## src/hw/rtl/m3i_pkg.sv

```systemverilog
// shared widths, types and the cofactor index table for the 3x3 inverse
`timescale 1ns / 1ps

package m3i_pkg;

    localparam int ELEM_WIDTH = 32;
    localparam int FRAC_BITS  = 16;
    localparam int NELEM      = 9;

    localparam int PW     = 2 * ELEM_WIDTH;          // element product
    localparam int CW     = PW + 1;                  // signed cofactor
    localparam int CMW    = PW;                      // cofactor magnitude
    localparam int HIW    = CW - ELEM_WIDTH;         // upper cofactor slice
    localparam int DW     = 3 * ELEM_WIDTH + 3;      // signed determinant
    localparam int DMW    = DW - 1;                  // determinant magnitude
    localparam int SH     = 2 * FRAC_BITS;           // numerator scale
    localparam int NUMW   = CMW + SH;                // scaled numerator
    localparam int RW0    = NUMW - ELEM_WIDTH;       // initial remainder
    localparam int DATA_W = NELEM * ELEM_WIDTH;
    localparam int USER_W = 2;

    localparam int USER_SINGULAR = 0;
    localparam int USER_OVERFLOW = 1;

    typedef logic [3:0] idx_t;

    // cofactor k = e[a]*e[b] - e[c]*e[d], k = col*3+row of the inverse
    localparam idx_t COF_TAB [NELEM][4] = '{
        '{4'd4, 4'd8, 4'd5, 4'd7}, '{4'd7, 4'd2, 4'd1, 4'd8}, '{4'd1, 4'd5, 4'd2, 4'd4},
        '{4'd6, 4'd5, 4'd3, 4'd8}, '{4'd0, 4'd8, 4'd6, 4'd2}, '{4'd2, 4'd3, 4'd0, 4'd5},
        '{4'd3, 4'd7, 4'd6, 4'd4}, '{4'd1, 4'd6, 4'd0, 4'd7}, '{4'd0, 4'd4, 4'd1, 4'd3}
    };

    typedef struct packed {
        logic                                 sing;
        logic [NELEM-1:0]                     neg;
        logic [NELEM-1:0]                     sat;
        logic [DMW-1:0]                       dmag;
        logic [NELEM-1:0][DMW-1:0]            rem;
        logic [NELEM-1:0][ELEM_WIDTH-1:0]     qr;
    } div_t;

endpackage

```

## src/hw/rtl/m3i_prep.sv

```systemverilog
// magnitudes, signs, singular and early saturation check, divider setup
`timescale 1ns / 1ps

module m3i_prep
(
    input  logic                                   clk,
    input  logic                                   rst_n,
    input  logic                                   en,
    input  logic                                   in_vld,
    input  logic signed [m3i_pkg::CW-1:0]          cof [m3i_pkg::NELEM],
    input  logic signed [m3i_pkg::DW-1:0]          det,
    output logic                                   out_vld,
    output m3i_pkg::div_t                          out_div
);

    logic [1:0] vld_reg;

    logic [m3i_pkg::CMW-1:0]   cmag_reg [m3i_pkg::NELEM];
    logic [m3i_pkg::CMW-1:0]   cmag_next [m3i_pkg::NELEM];
    logic [m3i_pkg::NELEM-1:0] neg_reg;
    logic [m3i_pkg::NELEM-1:0] neg_next;
    logic [m3i_pkg::DMW-1:0]   dmag_reg;
    logic [m3i_pkg::DMW-1:0]   dmag_next;
    logic                      sing_reg;
    m3i_pkg::div_t             div_reg;
    m3i_pkg::div_t             div_next;

    always_ff @(posedge clk or negedge rst_n)
    begin
        if (!rst_n)
        begin
            vld_reg <= '0;
        end
        else if (en)
        begin
            vld_reg <= {vld_reg[0], in_vld};
        end
    end

    always_comb
    begin
        logic signed [m3i_pkg::CW-1:0] ca;
        logic signed [m3i_pkg::DW-1:0] da;
        da        = det[m3i_pkg::DW-1] ? -det : det;
        dmag_next = da[m3i_pkg::DMW-1:0];
        for (int k = 0; k < m3i_pkg::NELEM; k++)
        begin
            ca           = cof[k][m3i_pkg::CW-1] ? -cof[k] : cof[k];
            cmag_next[k] = ca[m3i_pkg::CMW-1:0];
            neg_next[k]  = cof[k][m3i_pkg::CW-1] ^ det[m3i_pkg::DW-1];
        end
    end

    // quotient bits that fit the element only when the top part is below |det|
    always_comb
    begin
        logic [m3i_pkg::NUMW-1:0] num;
        logic [m3i_pkg::DMW-1:0]  rem0;
        div_next.sing = sing_reg;
        div_next.neg  = neg_reg;
        div_next.dmag = dmag_reg;
        for (int k = 0; k < m3i_pkg::NELEM; k++)
        begin
            num  = {cmag_reg[k], {m3i_pkg::SH{1'b0}}};
            rem0 = m3i_pkg::DMW'(num[m3i_pkg::NUMW-1:m3i_pkg::ELEM_WIDTH]);
            div_next.sat[k] = rem0 >= dmag_reg;
            div_next.rem[k] = rem0;
            div_next.qr[k]  = num[m3i_pkg::ELEM_WIDTH-1:0];
        end
    end

    always_ff @(posedge clk)
    begin
        if (en)
        begin
            cmag_reg <= cmag_next;
            neg_reg  <= neg_next;
            dmag_reg <= dmag_next;
            sing_reg <= (det == '0);
            div_reg  <= div_next;
        end
    end

    assign out_vld = vld_reg[1];
    assign out_div = div_reg;

endmodule

```

## config.mk

```make
export PLATFORM = sky130hd
export DESIGN_NAME = m3i_prep
export DESIGN_NICKNAME = d
export VERILOG_FILES = /design/src/hw/rtl/m3i_pkg.sv /design/src/hw/rtl/m3i_prep.sv
export SDC_FILE = /design/constraint.sdc
export NUM_CORES = 2
export LEC_CHECK = 0
export BUFFER_PORTS_ARGS = -buffer_cell sky130_fd_sc_hd__buf_4
export CAP_MARGIN = 0
export CELL_PAD_IN_SITES_DETAIL_PLACEMENT = 0
export CELL_PAD_IN_SITES_GLOBAL_PLACEMENT = 1
export CORE_AREA = 2 2 776 778
export CTS_CLUSTER_DIAMETER = 120
export DETAILED_ROUTE_END_ITERATION = 6
export DIE_AREA = 0 0 778 780
export HOLD_SLACK_MARGIN = 0.08
export PLACE_DENSITY = 0.35
export SLEW_MARGIN = 20
export SYNTH_ARGS = -nofsm -noshare
export SYNTH_HDL_FRONTEND = slang
export SYNTH_SLANG_ARGS = --single-unit
export TNS_END_PERCENT = 5
```

## constraint.sdc

```tcl
create_clock -name clk -period 3.08 [get_ports clk]
set_input_delay 0.308 -clock clk [delete_from_list [all_inputs] [get_ports clk]]
set_output_delay 0.308 -clock clk [all_outputs]
set_load 0.05 [all_outputs]
```

# == Yosys cells after proc, flatten, opt, wreduce, memory -nomap -nowiden ==
# Index checks and enable logic that the tools add are counted.
# totals
ff_bits,1379
in_bits,688
output_inout_bits,1288
wordCells,65
# op_classes
add_sub_neg,10
order_cmp,9
muxes,10
bitwise_logic,9
n_reduce_logical,1
# ops
operator,n
greater-or-equal comparator 64 x 98 -> 1 bit,9
2-to-1 mux 64 bit,9
negator 64 bit,9
zero test 99 bit,1
2-to-1 mux 98 bit,1
negator 98 bit,1
bitwise XOR 1 bit,9

# == Depth between registers and ports, before layout ==
# depth
ltp_word,2
mapped_depth,11
ltp_nobuf,10

# == Worst setup path before layout ==
# No wires, ideal clock.
# synth_path
path_type,input to register
start,input port cof[16] in the netlist's numbering
end,register cmag_reg[60] in the netlist's numbering (data pin)
setup_time_ps,263
t_arrival_ps,3448
required_time_ps,2817
slack_ps,-631
cell_stages,9
n_path_buf,1
path_cell_list,or4_4 > or4b_4 > or4_4 > or2_1 > or3_1 > buf_6 > or4_4 > o41ai_2 > xnor2_1
# synth_rtl
item,line_no,rtl
"start, declared",m3i_prep.sv:10,"input logic signed [m3i_pkg::CW-1:0] cof [m3i_pkg::NELEM],"
"end signal, assigned",m3i_prep.sv:76,cmag_reg <= cmag_next;
"end, declared",m3i_prep.sv:18,logic [m3i_pkg::CMW-1:0] cmag_reg [m3i_pkg::NELEM];

==> flow_summary.ini <==
[setup_path]
arrival_ps = 3790
crit_path_start_kind = primary input
cp_num_cells = 10
cp-endpoint = cmag_reg[311]
cp_slowest_cell = or4b_2
path_buf_inv = 4
cp_max_fo = 2
cp_slowest_stage_delay_ps = 770
required_ps = 3750
cp_cell_sequence = dlygate4sd3_1, buf_4, or4b_2, or4_1, or2_1, or3_1, buf_4, nand2_1, xnor2_1, dlygate4sd3_1
critPathKind = in -> reg
r2r-start = dmag_reg[30]
reg2reg_to = out_div[1271]
crit_start = cof[286]
cpLargestDelayFamily = simple AND/OR/NAND/NOR gates
endpoint_kind = flip-flop
reg2reg_depth = 12
reg2reg_slack_ps = -20

[power]
vdd_drop_max_mv = 0.454
power.density_nw_per_um2 = 550
p_comb_share_pct = 26.9
power_frac_clock_pct = 34.8
p_sw_mw = 22.4
leakagePower_nw = 45.3
pwr-share-seq_pct = 38.4
switching_share_pct = 34.7
total_power_mw = 64.6
intPower_mw = 42.2

[die]
dieHeight_um = 780
ios = 1976
die_area_um2 = 607000
start_util_pct = 12.1
fp.dieW_um = 778
core_um2 = 599000
rows = 285

[timing]
hold_viol = 0
worst_pin_slew_ps = 801
finClkSkew_ps = 86.9
relSlewSlack_pct = 46.6
clock.fmax_mhz = 321
drv_slew = 0
period_share_pct = 101
setup_viol = 6
setup_ws_ps = -38.7
tns_ps = -114
period_needed_ps = 3120
rsz0062_at_grt = true

[yosys]
yosysTopAreaCell = edfxtp_1
synth.cell_area_um2 = 72300
synthXorXnorAreaFrac_pct = 8.03
muxShareOfSynthArea_pct = 0.0311
synth_compound_area_share_pct = 9.46
synth_most_common_cell = edfxtp_1
yosysTopAreaCellShare_pct = 57.2
synth-adder-area-share_pct = 10.1
synth_top_family_by_area = adder cells
avgSynthCellArea_um2 = 13.1
ys_ff_latch = 1379
netlist_instances = 5511
ys_warn_count = 0
ys_seq_area_share_pct = 57.2
postSynth.asyncResetShare_pct = 0.145
synth_commonest_cells = edfxtp_1 (1377), xnor2_1 (642), buf_4 (594)
synth_area_leaders = edfxtp_1 (57%), ha_1 (10%), xnor2_1 (7.8%)
synth-main-ff-cell = edfxtp_1
yosys.area_share.simple_pct = 7.89
ys_types = 70
synth-edff-count = 1377

[cells_and_area]
syn2layout_area_growth_pct = 62.3
nNetsFinal = 10300
final_layout_size_suffix_gt1_share_pct = 30.7
fin_util_pct = 19.6
final_area_um2 = 117000
largest_register_ffs = 693
fin_cells = 17300

[worst_hold_path]
holdCritStartpoint = cof[29]
hp-class = in -> reg

[global_route]
grt_pass1_wl_um = 621000
grt_overflow = 0
grt_pass1_vias = 60700
antenna_found_initial = 173
grt_max_degree = 92
grt_use_total_pct = 15.6

[detailed_routing]
ant_nets = 1
drc = 0
viasPerCell = 3.46
wirelength_um = 494000
drtIter0Drc = 3963
vias = 60000
routed_wire_length_per_instance_um = 28.5
drtPass1Iterations = 5

[clocking]
cts_max_level = 4
clock-root-buffer = clkbuf_16
clk-insertion-delay-late_ps = 940
clock-sinks = 1379
clk_path_buf_depth = 4
numCtsBuffers = 191
cts_tree = done
clkTransAtPathRegs_ps = 60

[run]
max_cap_violations = 0

[placed_design]
place.gp.congestion = 0.845
hpwlAfterDp_um = 416000
dp_cells = 15700
placed_cell_area_um2 = 98300
portBuffers = 1381

[run_status]
violations = antenna violations, negative setup slack
status = finished, violations left
[worst min path at each step]
stage | endpoint | cells after the start | slack [ps]
after floorplan | vld_reg[0] | 0 | 10
after global placement | vld_reg[1] | 1 | 90
after detailed placement | vld_reg[0] | 1 | 90
after CTS | cmag_reg[160] | 3 | 80
after global routing | cmag_reg[31] | 5 | 110
final | cmag_reg[30] | 5 | 150
[routing by layer]
metal	track usage (%)	vias up	wire length (um)
li1	-	27100	-
met1	18.3	29900	195000
met2	28.2	2367	248000
met3	2.65	545	28900
met4	5.71	58	21800
met5	0	-	390
[timing repair]
action,in CTS,in global routing
gates cloned,0,0
setup buffers,5,7
hold buffers,1167,2
gates resized for setup,56,170
endpoints found under the setup margin,19,147
endpoints found under the hold margin,748,2
pin swaps,12,30
[area by class of cell]
type | count | area [um^2]
sequential | 1379 | 41400
fill | 65200 | 482000
antenna | 71 | 178
timing repair buffer | 3454 | 30300
clock inverter | 121 | 1220
multi-input combinational | 3932 | 28800
tap | 8036 | 10100
inverter | 105 | 483
clock buffer | 220 | 4910
[power groups by stage]
stage	sequential (mW)	combinational, mW	clock, mW
2_1_floorplan	26.4	5.78	0
3_3_place_gp	25.3	15.5	0
3_5_place_dp	25.3	15.7	0
4_1_cts	24.9	17.6	23.4
5_1_grt	24.9	18.5	23.9
6_report	24.8	17.4	22.5
[per-stage QoR]
| stage | setup slack [ps] | hold WS (ps) |
|---|---|---|
| 2_1_floorplan | -631 | 12.4 |
| 5_1_grt | -136 | 109 |
| 4_1_cts | -93.9 | 80.0 |
| 3_3_place_gp | -1300 | 91.1 |
| 6_report | -38.7 | 152 |
| 3_5_place_dp | -1230 | 92.3 |
[worst register-to-register path: stages, from the launching register on]
cell,delay (ps)
edfxtp_1,520
clkinv_2,120
buf_12,160
buf_6,260
ha_1,300
nand4_1,160
nor2_1,70
a211oi_1,210
o311ai_0,210
a21oi_1,240
nor4b_2,90
o31a_1,320
o21a_1,210
[cell usage in the layout (no fill, tap or decap), types with 175 or more instances in the layout]
| cell type | instances |
|---|---|
| dlygate4sd3_1 | 1159 |
| o31ai_1 | 175 |
| xnor2_1 | 642 |
| nand2_1 | 269 |
| ha_1 | 584 |
| clkbuf_16 | 192 |
| buf_4 | 2167 |
| edfxtp_1 | 1377 |
| o21ai_0 | 272 |
| conb_1 | 594 |
[cells by family after synthesis]
kind of cell,after synthesis
other,1
adder cells (fa/ha/maj),586
buffers and inverters,793
AND/OR/NAND/NOR,1048
flip-flops,1379
AO/OA/AOI/OAI,1039
multiplexers,2
XOR/XNOR,663
Note: power is estimated with default switching activity, not from simulation.
