### src/hw/rtl/m3i_pkg.sv
// shared widths, types and the cofactor index table for the 3x3 inverse
`timescale 1ns / 1ps

package m3i_pkg;

    localparam int ELEM_WIDTH = 32;
    localparam int FRAC_BITS  = 16;
    localparam int NELEM      = 9;

    localparam int PW     = 2 * ELEM_WIDTH;          // element product
    localparam int CW     = PW + 1;                  // signed cofactor
    localparam int CMW    = PW;                      // cofactor magnitude
    localparam int HIW    = CW - ELEM_WIDTH;         // upper cofactor slice
    localparam int DW     = 3 * ELEM_WIDTH + 3;      // signed determinant
    localparam int DMW    = DW - 1;                  // determinant magnitude
    localparam int SH     = 2 * FRAC_BITS;           // numerator scale
    localparam int NUMW   = CMW + SH;                // scaled numerator
    localparam int RW0    = NUMW - ELEM_WIDTH;       // initial remainder
    localparam int DATA_W = NELEM * ELEM_WIDTH;
    localparam int USER_W = 2;

    localparam int USER_SINGULAR = 0;
    localparam int USER_OVERFLOW = 1;

    typedef logic [3:0] idx_t;

    // cofactor k = e[a]*e[b] - e[c]*e[d], k = col*3+row of the inverse
    localparam idx_t COF_TAB [NELEM][4] = '{
        '{4'd4, 4'd8, 4'd5, 4'd7}, '{4'd7, 4'd2, 4'd1, 4'd8}, '{4'd1, 4'd5, 4'd2, 4'd4},
        '{4'd6, 4'd5, 4'd3, 4'd8}, '{4'd0, 4'd8, 4'd6, 4'd2}, '{4'd2, 4'd3, 4'd0, 4'd5},
        '{4'd3, 4'd7, 4'd6, 4'd4}, '{4'd1, 4'd6, 4'd0, 4'd7}, '{4'd0, 4'd4, 4'd1, 4'd3}
    };

    typedef struct packed {
        logic                                 sing;
        logic [NELEM-1:0]                     neg;
        logic [NELEM-1:0]                     sat;
        logic [DMW-1:0]                       dmag;
        logic [NELEM-1:0][DMW-1:0]            rem;
        logic [NELEM-1:0][ELEM_WIDTH-1:0]     qr;
    } div_t;

endpackage

### src/hw/rtl/m3i_round.sv
// round half away from zero, saturate, apply sign, zero singular results, output register
`timescale 1ns / 1ps

module m3i_round
(
    input  logic                              clk,
    input  logic                              rst_n,
    input  logic                              en,
    input  logic                              in_vld,
    input  m3i_pkg::div_t                     in_div,
    output logic                              out_vld,
    output logic [m3i_pkg::DATA_W-1:0]        out_data,
    output logic [m3i_pkg::USER_W-1:0]        out_user
);

    localparam int EW = m3i_pkg::ELEM_WIDTH;

    logic                       vld1_reg;
    logic                       vld2_reg;
    logic [EW:0]                q_reg [m3i_pkg::NELEM];
    logic [EW:0]                q_next [m3i_pkg::NELEM];
    logic [m3i_pkg::NELEM-1:0]  ovf_reg;
    logic [m3i_pkg::NELEM-1:0]  ovf_next;
    logic [m3i_pkg::NELEM-1:0]  neg_reg;
    logic                       sing_reg;
    logic [m3i_pkg::DATA_W-1:0] data_reg;
    logic [m3i_pkg::DATA_W-1:0] data_next;
    logic [m3i_pkg::USER_W-1:0] user_reg;
    logic [m3i_pkg::USER_W-1:0] user_next;

    always_ff @(posedge clk or negedge rst_n)
    begin
        if (!rst_n)
        begin
            vld1_reg <= 1'b0;
            vld2_reg <= 1'b0;
        end
        else if (en)
        begin
            vld1_reg <= in_vld;
            vld2_reg <= vld1_reg;
        end
    end

    always_comb
    begin
        logic [m3i_pkg::DMW:0] r2;
        logic                  up;
        for (int k = 0; k < m3i_pkg::NELEM; k++)
        begin
            r2        = {in_div.rem[k], 1'b0};
            up        = (r2 >= {1'b0, in_div.dmag});
            q_next[k] = {1'b0, in_div.qr[k]} + {{EW{1'b0}}, up};
            if (in_div.neg[k])
            begin
                ovf_next[k] = in_div.sat[k] || (q_next[k] > {2'b01, {(EW-1){1'b0}}});
            end
            else
            begin
                ovf_next[k] = in_div.sat[k] || (q_next[k] > {2'b00, {(EW-1){1'b1}}});
            end
        end
    end

    always_comb
    begin
        logic [EW:0]   nq;
        logic [EW-1:0] v;
        for (int k = 0; k < m3i_pkg::NELEM; k++)
        begin
            nq = -q_reg[k];
            if (sing_reg)
            begin
                v = '0;
            end
            else if (ovf_reg[k])
            begin
                v = neg_reg[k] ? {1'b1, {(EW-1){1'b0}}} : {1'b0, {(EW-1){1'b1}}};
            end
            else
            begin
                v = neg_reg[k] ? nq[EW-1:0] : q_reg[k][EW-1:0];
            end
            data_next[k*EW +: EW] = v;
        end
        user_next                         = '0;
        user_next[m3i_pkg::USER_SINGULAR] = sing_reg;
        user_next[m3i_pkg::USER_OVERFLOW] = !sing_reg && (|ovf_reg);
    end

    always_ff @(posedge clk)
    begin
        if (en)
        begin
            q_reg    <= q_next;
            ovf_reg  <= ovf_next;
            neg_reg  <= in_div.neg;
            sing_reg <= in_div.sing;
            data_reg <= data_next;
            user_reg <= user_next;
        end
    end

    assign out_vld  = vld2_reg;
    assign out_data = data_reg;
    assign out_user = user_reg;

endmodule

### config.mk
export PLATFORM = sky130hd
export DESIGN_NAME = m3i_round
export DESIGN_NICKNAME = d
export VERILOG_FILES = /design/src/hw/rtl/m3i_pkg.sv /design/src/hw/rtl/m3i_round.sv
export SDC_FILE = /design/constraint.sdc
export NUM_CORES = 2
export LEC_CHECK = 0
export BUFFER_PORTS_ARGS = -buffer_cell sky130_fd_sc_hd__buf_2
export CORE_AREA = 2 2 615 617
export CTS_CLUSTER_DIAMETER = 30
export DETAILED_ROUTE_END_ITERATION = 8
export DIE_AREA = 0 0 617 619
export GPL_TIMING_DRIVEN = 0
export SLEW_MARGIN = 25
export SYNTH_ARGS = -nofsm -noshare
export SYNTH_HDL_FRONTEND = slang
export SYNTH_SLANG_ARGS = --single-unit
export TNS_END_PERCENT = 50
### constraint.sdc
create_clock -name clk -period 3.5 [get_ports clk]
set_clock_uncertainty 0.15 [all_clocks]
set_input_delay 0 -clock clk [delete_from_list [all_inputs] [get_ports clk]]
set_output_delay 0 -clock clk [all_outputs]
set_load 0.01 [all_outputs]
# After elaboration in Yosys (flattened, before gate mapping)
# Index checks and enable logic that the tools add are counted.
[totals] register_bits=599 latchBits=0 ramBits=0 rom_bits=0 in_bits=1291 memories=0
[op_classes] addsub=18 multipliers=0 div_mod_pow=0 magnitude_cmp=27 eq_ne=0 n_shift=0 mux=36 bitwise_logic=0 n_reduce_logical=21
[ops] op=">= comparator 99 x 98 -> 1 bit" count=9
[ops] op="two-way mux 32 bit" count=27
[ops] op="adder 32 x 1 -> 33 bit" count=9
[ops] op="> comparator 33 x 31 -> 1 bit (second input constant)" count=9
[ops] op="> comparator 33 x 32 -> 1 bit (second input constant)" count=9
[ops] op="negator 32 bit" count=9
[ops] op="logical OR 1 bit" count=18
[ops] op="two-way mux 1 bit" count=9
[ops] op="OR reduction 9 bit" count=1
[ops] op="logical AND 1 bit" count=1
[ops] op="logical NOT 1 bit" count=1

# Longest topological paths before layout
[depth] ltp_word=5 depth_mapped=21

# Worst setup path before layout
# Ideal clock, no wire load.
[synth_path] kind="input-to-reg" start="input in_div[1259] (netlist name)" end="register ovf_reg[1] (netlist name), data pin" arrival_time_ns=4.352 required_ns=3.076 path_slack_ns=-1.275 cell_stages=18 path_buffers=1 path_cell_list="inv_1 -> ha_1 -> and4_1 -> nand3_1 -> or3_1 -> or4_1 -> a211o_1 -> o221ai_1 -> ha_1 -> and3_1 -> clkbuf_1 -> nand4_1 -> nor3_1 -> nand2_1 -> nor3_1 -> mux2_2 -> o21ai_0 -> a41oi_1"
[synth_via] elab_chain_len=5 word_cells_on_any_way=7 cone_classes="add/sub: 1; order compare: 3; mux: 1; reduce/logical: 2"
[synth_lines] item="from (decl)" line="m3i_round.sv:10" text="input m3i_pkg::div_t in_div,"
[synth_lines] item=">= comparator 99 x 98 -> 1 bit *" line="m3i_round.sv:52" text="up = (r2 >= {1'b0, in_div.dmag});"
[synth_lines] item="adder 32 x 1 -> 33 bit *" line="m3i_round.sv:53" text="q_next[k] = {1'b0, in_div.qr[k]} + {{EW{1'b0}}, up};"
[synth_lines] item="> comparator 33 x 31 -> 1 bit or > comparator 33 x 32 -> 1 bit (tied branches)" line="m3i_round.sv:60, m3i_round.sv:56"
[synth_lines] item="logical OR 1 bit, on equally long branches" line="m3i_round.sv:60, m3i_round.sv:56"
[synth_lines] item="two-way mux 1 bit *" line="m3i_round.sv:54" text="if (in_div.neg[k])"
[synth_lines] item="named net ovf_next (one bit)" line="m3i_round.sv:23" text="logic [m3i_pkg::NELEM-1:0] ovf_next;"
[synth_lines] item="to (signal assigned)" line="m3i_round.sv:96" text="ovf_reg <= ovf_next;"
[synth_lines] item="to (decl)" line="m3i_round.sv:22" text="logic [m3i_pkg::NELEM-1:0] ovf_reg;"
# Mark *: on every way through the listed nets, which the timed path passes. The rest lies on a longest branch.
# A chain may end at the register's enable or synchronous reset.

==> run summary <==
POWER
--------------------------------------------------------------------------------------
Leakage power of the design                                                    36.0 nW
Fraction of power consumed by the clock network                                  36.7%
Overall power consumption                                                     0.0283 W
Power per Cell Area                                                        323 nW/um^2
Internal power component                                                      0.0182 W
Comb power frac                                                                  31.1%
Worst VDD drop                                                                0.370 mV
Sequential share of power                                                        32.3%
Total net switching power                                                     0.0101 W
Fraction of power spent switching nets                                           35.7%

PLACE
--------------------------------------------------------------------------------------
Number of buffer cells added on primary ports                                    1,558
Detailed placement HPWL                                                     316,000 um
Post-DP Area                                                               71,300 um^2
Final weighted congestion in routability-driven placement                        0.952

LOGIC SYNTHESIS
--------------------------------------------------------------------------------------
Flop and latch count out of synthesis                                              599
Post-synthesis async set-or-reset flop share                                    0.334%
Number of synthesized flops with an enable pin                                     597
Number of distinct standard cells referenced by the synthesized netlist             83
Number of warnings reported in the yosys synthesis log                               0
Mean Syn Cell Area                                                           9.28 um^2
Cell area after synthesis                                                  55,000 um^2
Post-synthesis sequential area ratio                                             32.7%
Mapped Cells                                                                     5,926
Dominant register cell in the synthesized netlist                         sky130_fd_sc_hd__edfxtp_1
Synth Net Count                                                                  8,118

CLOCK TREE
--------------------------------------------------------------------------------------
Number of H-tree branching levels                                                    3
CTS clock-pin slew for the worst setup and hold paths                          0.05 ns
TritonCTS clock tree                                                               yes
Clk root buf                                                              sky130_fd_sc_hd__clkbuf_16
Number of clock buffers inserted by TritonCTS                                      102
Count of clock tree sinks                                                          599
Clock tree buffer depth                                                              3
Cts-stage hold buffer count                                                        368
Skew-Pair Late Insertion Delay                                                 0.74 ns

FINAL LAYOUT
--------------------------------------------------------------------------------------
Number of fill cells in the layout                                              40,500
Total number of nets in the final design                                        10,600
Finished layout cell area                                                  87,700 um^2
Synthesis-to-layout area growth                                                  59.5%
Proportion of layout cells with a drive suffix above 1                           34.6%

FLOORPLANNING
--------------------------------------------------------------------------------------
Horizontal die dimension                                                        617 um
Floorplan die area                                                        382,000 um^2
Top Ports                                                                        1,582
Vert. Die Dim                                                                   619 um
Core ar.                                                                  375,000 um^2
Initial cell density of the core                                                 14.7%
Cell row count                                                                     225

CRITICAL PATH
--------------------------------------------------------------------------------------
Critical Path Start Type                                                  primary input
Category of the most critical setup path                                  primary input to flop
FF-to-FF path depth                                                                  7
WP depth                                                                            18
Worst path most repeated cell                                             sky130_fd_sc_hd__ha_4
CP delay by family, top                                                   simple AND/OR/NAND/NOR gates
Type of element capturing the critical path                                       flop
Last element of the critical path                                           ovf_reg[3]
Worst reg2reg setup slack                                                     -0.18 ns
Launch point of the worst path                                            in_div[1247]
Arrival time of data at the critical path endpoint                             5.57 ns
Ordered list of cells on the worst path                                   buf_2 > clkinvlp_4 > ha_1 > nand2_1 > o21ai_0 > a221oi_1 > o21ai_1 > nor4_4 > o21ai_4 > a2111o_2 > ha_4 > ha_4 > or4b_4 > or4_1 > or4_4 > nor3_4 > nand4_1 > o21a_1
Maximum single-stage delay on the critical path                                0.65 ns
Total buffers and inverters traversed by the critical path                           2
Reg-to-reg startpoint                                                         q_reg[0]
Cell at the slowest stage of the critical path                            sky130_fd_sc_hd__a2111o_2
Critical Path RT                                                               3.83 ns
Critical register-to-register path endpoint                               out_data[283]
Peak fanout along the critical path                                                  9

DETAILED ROUTING
--------------------------------------------------------------------------------------
ANT nets after route                                                                 0
Drt wl/cell                                                                    28.0 um
Length of the first detailed-routing pass in iterations                              6
Total number of vias                                                            61,300
Remaining design rule violation count                                                0
Via count normalized by instance count                                            4.47
Post-detailed-routing wire length                                           383,000 um
Initial detailed-routing violation count                                         4,879

GLOBAL ROUTING
--------------------------------------------------------------------------------------
Global-route met1 utilization                                                    19.2%
Number of antenna violations at the first check in global routing                  187
Wire length of the first global-routing pass                                494,000 um
Vias in the first global route                                                  58,600
Maximum number of pins on one net before global-route repair                        91
Global Route Usage Sum                                                           19.0%
Met2 track utilization from global routing                                       33.7%
Fraction of met3 tracks used by global routing                                   4.80%
Global routing's busiest layer                                                    met2
Overall overflow remaining after global route                                        0

FLOW RUN
--------------------------------------------------------------------------------------
# Max-Cap Violations                                                                 0

TIMING
--------------------------------------------------------------------------------------
Worst hold margin                                                           -0.0252 ns
Fmax                                                                           191 MHz
Final hold viol count                                                                2
Final critical-path share of the clock period                                     150%
Number of pins with negative max-slew slack in the final report                      0
RSZ-0062 raised after global routing                                               yes
Shortest period the worst path allows                                          5.25 ns
Slew at the pin with the worst max-slew slack                                  1.32 ns
Endpoints failing setup                                                            250
Worst setup slack after layout                                                -1.75 ns
Worst-case headroom to the max-slew limit                                        11.4%

WORST HOLD PATH
--------------------------------------------------------------------------------------
Class of the worst hold path                                              primary input to flop
Worst Hold Launch                                                          in_div[679]

OUTCOME
--------------------------------------------------------------------------------------
Outcome                                                                   finished, violations left
Failing checks                                                            negative hold slack, negative setup slack

==> worst min-delay path, delay by kind of cell <==
family | cells | cell delay (ns)
adders and majority gates | 1 | 0.21
buffers and inverters | 1 | 0.10
AOI/OAI and AO/OA | 1 | 0.38
==> cells by family (layout without fill, tap and decap cells) <==
kind of cell | after synthesis | count (layout) | synth area share [%]
DFF | 599 | 599 | 32.7
AOI/OAI and AO/OA | 1235 | 1235 | 14.9
muxes | 84 | 84 | 1.55
buffers and inverters | 322 | 2917 | 2.22
and+or+nand+nor | 2406 | 2406 | 22.1
xor gates and xnor gates | 379 | 379 | 6.04
other | 0 | 198 | 0
adders and majority gates | 901 | 901 | 20.5
==> placed cells by master (no fill, tap or decap), types with 80 or more instances in the layout <==
cell,synthesis,routed
sky130_fd_sc_hd__nor2_1,813,762
sky130_fd_sc_hd__buf_2,2,1544
sky130_fd_sc_hd__o21ai_0,204,167
sky130_fd_sc_hd__o22a_1,140,140
sky130_fd_sc_hd__a21o_1,155,155
sky130_fd_sc_hd__ha_4,0,85
sky130_fd_sc_hd__dlygate4sd3_1,0,368
sky130_fd_sc_hd__nand3_1,199,154
sky130_fd_sc_hd__diode_2,0,198
sky130_fd_sc_hd__xnor2_1,275,208
sky130_fd_sc_hd__clkbuf_16,0,103
sky130_fd_sc_hd__ha_1,901,813
sky130_fd_sc_hd__nand2_1,348,306
sky130_fd_sc_hd__nand2b_1,80,80
sky130_fd_sc_hd__a21oi_1,366,342
sky130_fd_sc_hd__clkbuf_1,157,148
sky130_fd_sc_hd__nand4_1,226,226
sky130_fd_sc_hd__nor2b_1,87,85
sky130_fd_sc_hd__buf_12,0,84
sky130_fd_sc_hd__nor3_1,183,138
sky130_fd_sc_hd__buf_4,0,243
sky130_fd_sc_hd__buf_6,1,130
sky130_fd_sc_hd__edfxtp_1,597,597
sky130_fd_sc_hd__clkinvlp_4,0,82
==> metrics by stage <==
step	util, %	setup TNS [ns]	std cells	hold WS [ns]	worst slack, ns
after floorplan	-	-9.96	5926	-0.446	-1.03
after global placement	18.6	-5817.07	12500	-0.363	-7.62
after detailed placement	19.0	-811.76	12500	-0.360	-5.22
after CTS	22.6	-111.39	13400	-0.0859	-1.83
after global routing	23.4	-131.46	13700	-0.0459	-1.81
final	23.4	-115.41	13700	-0.0252	-1.75
==> cells in the mapped netlist, drive strengths merged, types with 59 or more instances <==
master / number / area share, %
nand2: 348 / 2.4
a21o: 155 / 2.1
clkbuf: 157 / 1.1
and3: 64 / 0.73
xor2: 104 / 1.7
mux2i: 73 / 1.3
o22a: 140 / 2.2
nor2b: 87 / 0.99
nand2b: 80 / 0.91
nand3: 199 / 1.8
edfxtp: 597 / 33
inv: 146 / 1.0
nor2: 813 / 5.5
nor3: 185 / 1.7
nor3b: 64 / 0.88
ha: 901 / 21
a211oi: 59 / 0.81
nor4: 92 / 1.1
a21oi: 366 / 3.3
xnor2: 275 / 4.4
o21ai: 204 / 1.9
nand4: 226 / 2.6
==> power groups by stage <==
stage               Combinational [W]  Clock [W]  Sequential (W)
floorplan                     0.00334          0         0.00925
global placement              0.00705          0         0.00940
detailed placement            0.00732          0         0.00927
CTS                           0.00854     0.0106         0.00913
global route                  0.00951     0.0109         0.00920
finish                        0.00880     0.0104         0.00914
==> layout make-up <==
cell class / instances / area (um^2) / area share, %
well taps: 4994 / 6250 / 7.13
clock buffers: 105 / 2560 / 2.92
diodes: 198 / 495 / 0.565
repair buffers: 2406 / 17200 / 19.6
clock inverters: 87 / 1050 / 1.20
inverters: 148 / 883 / 1.01
plain buffers: 171 / 677 / 0.772
flip-flops and latches: 599 / 18000 / 20.5
multi-input cells: 5005 / 40600 / 46.3
==> what timing repair did <==
item                                    4_1_cts  5_1_grt
endpoints found under the setup margin      311      299
gates resized for setup                     545      364
hold endpoints to repair                    423        2
pin swaps                                   208      198
setup buffers                               320      116
==> routing by layer <==
layer,up-vias,share of wire [%]
met5,-,0.082
met4,54,8.3
met3,1031,7.9
met2,3248,50
met1,29000,34
li1,27900,-
==> worst min path at each step <==
stage                            end  slack (ns)  cells past startpoint
after CTS                  q_reg[33]       -0.09                      8
after floorplan              out_vld       -0.45                      0
after global routing       q_reg[33]       -0.05                      8
after detailed placement    vld1_reg       -0.36                      1
final                     q_reg[165]       -0.03                      3
after global placement       out_vld       -0.36                      1
No activity file was read; power rests on OpenSTA's default activity.
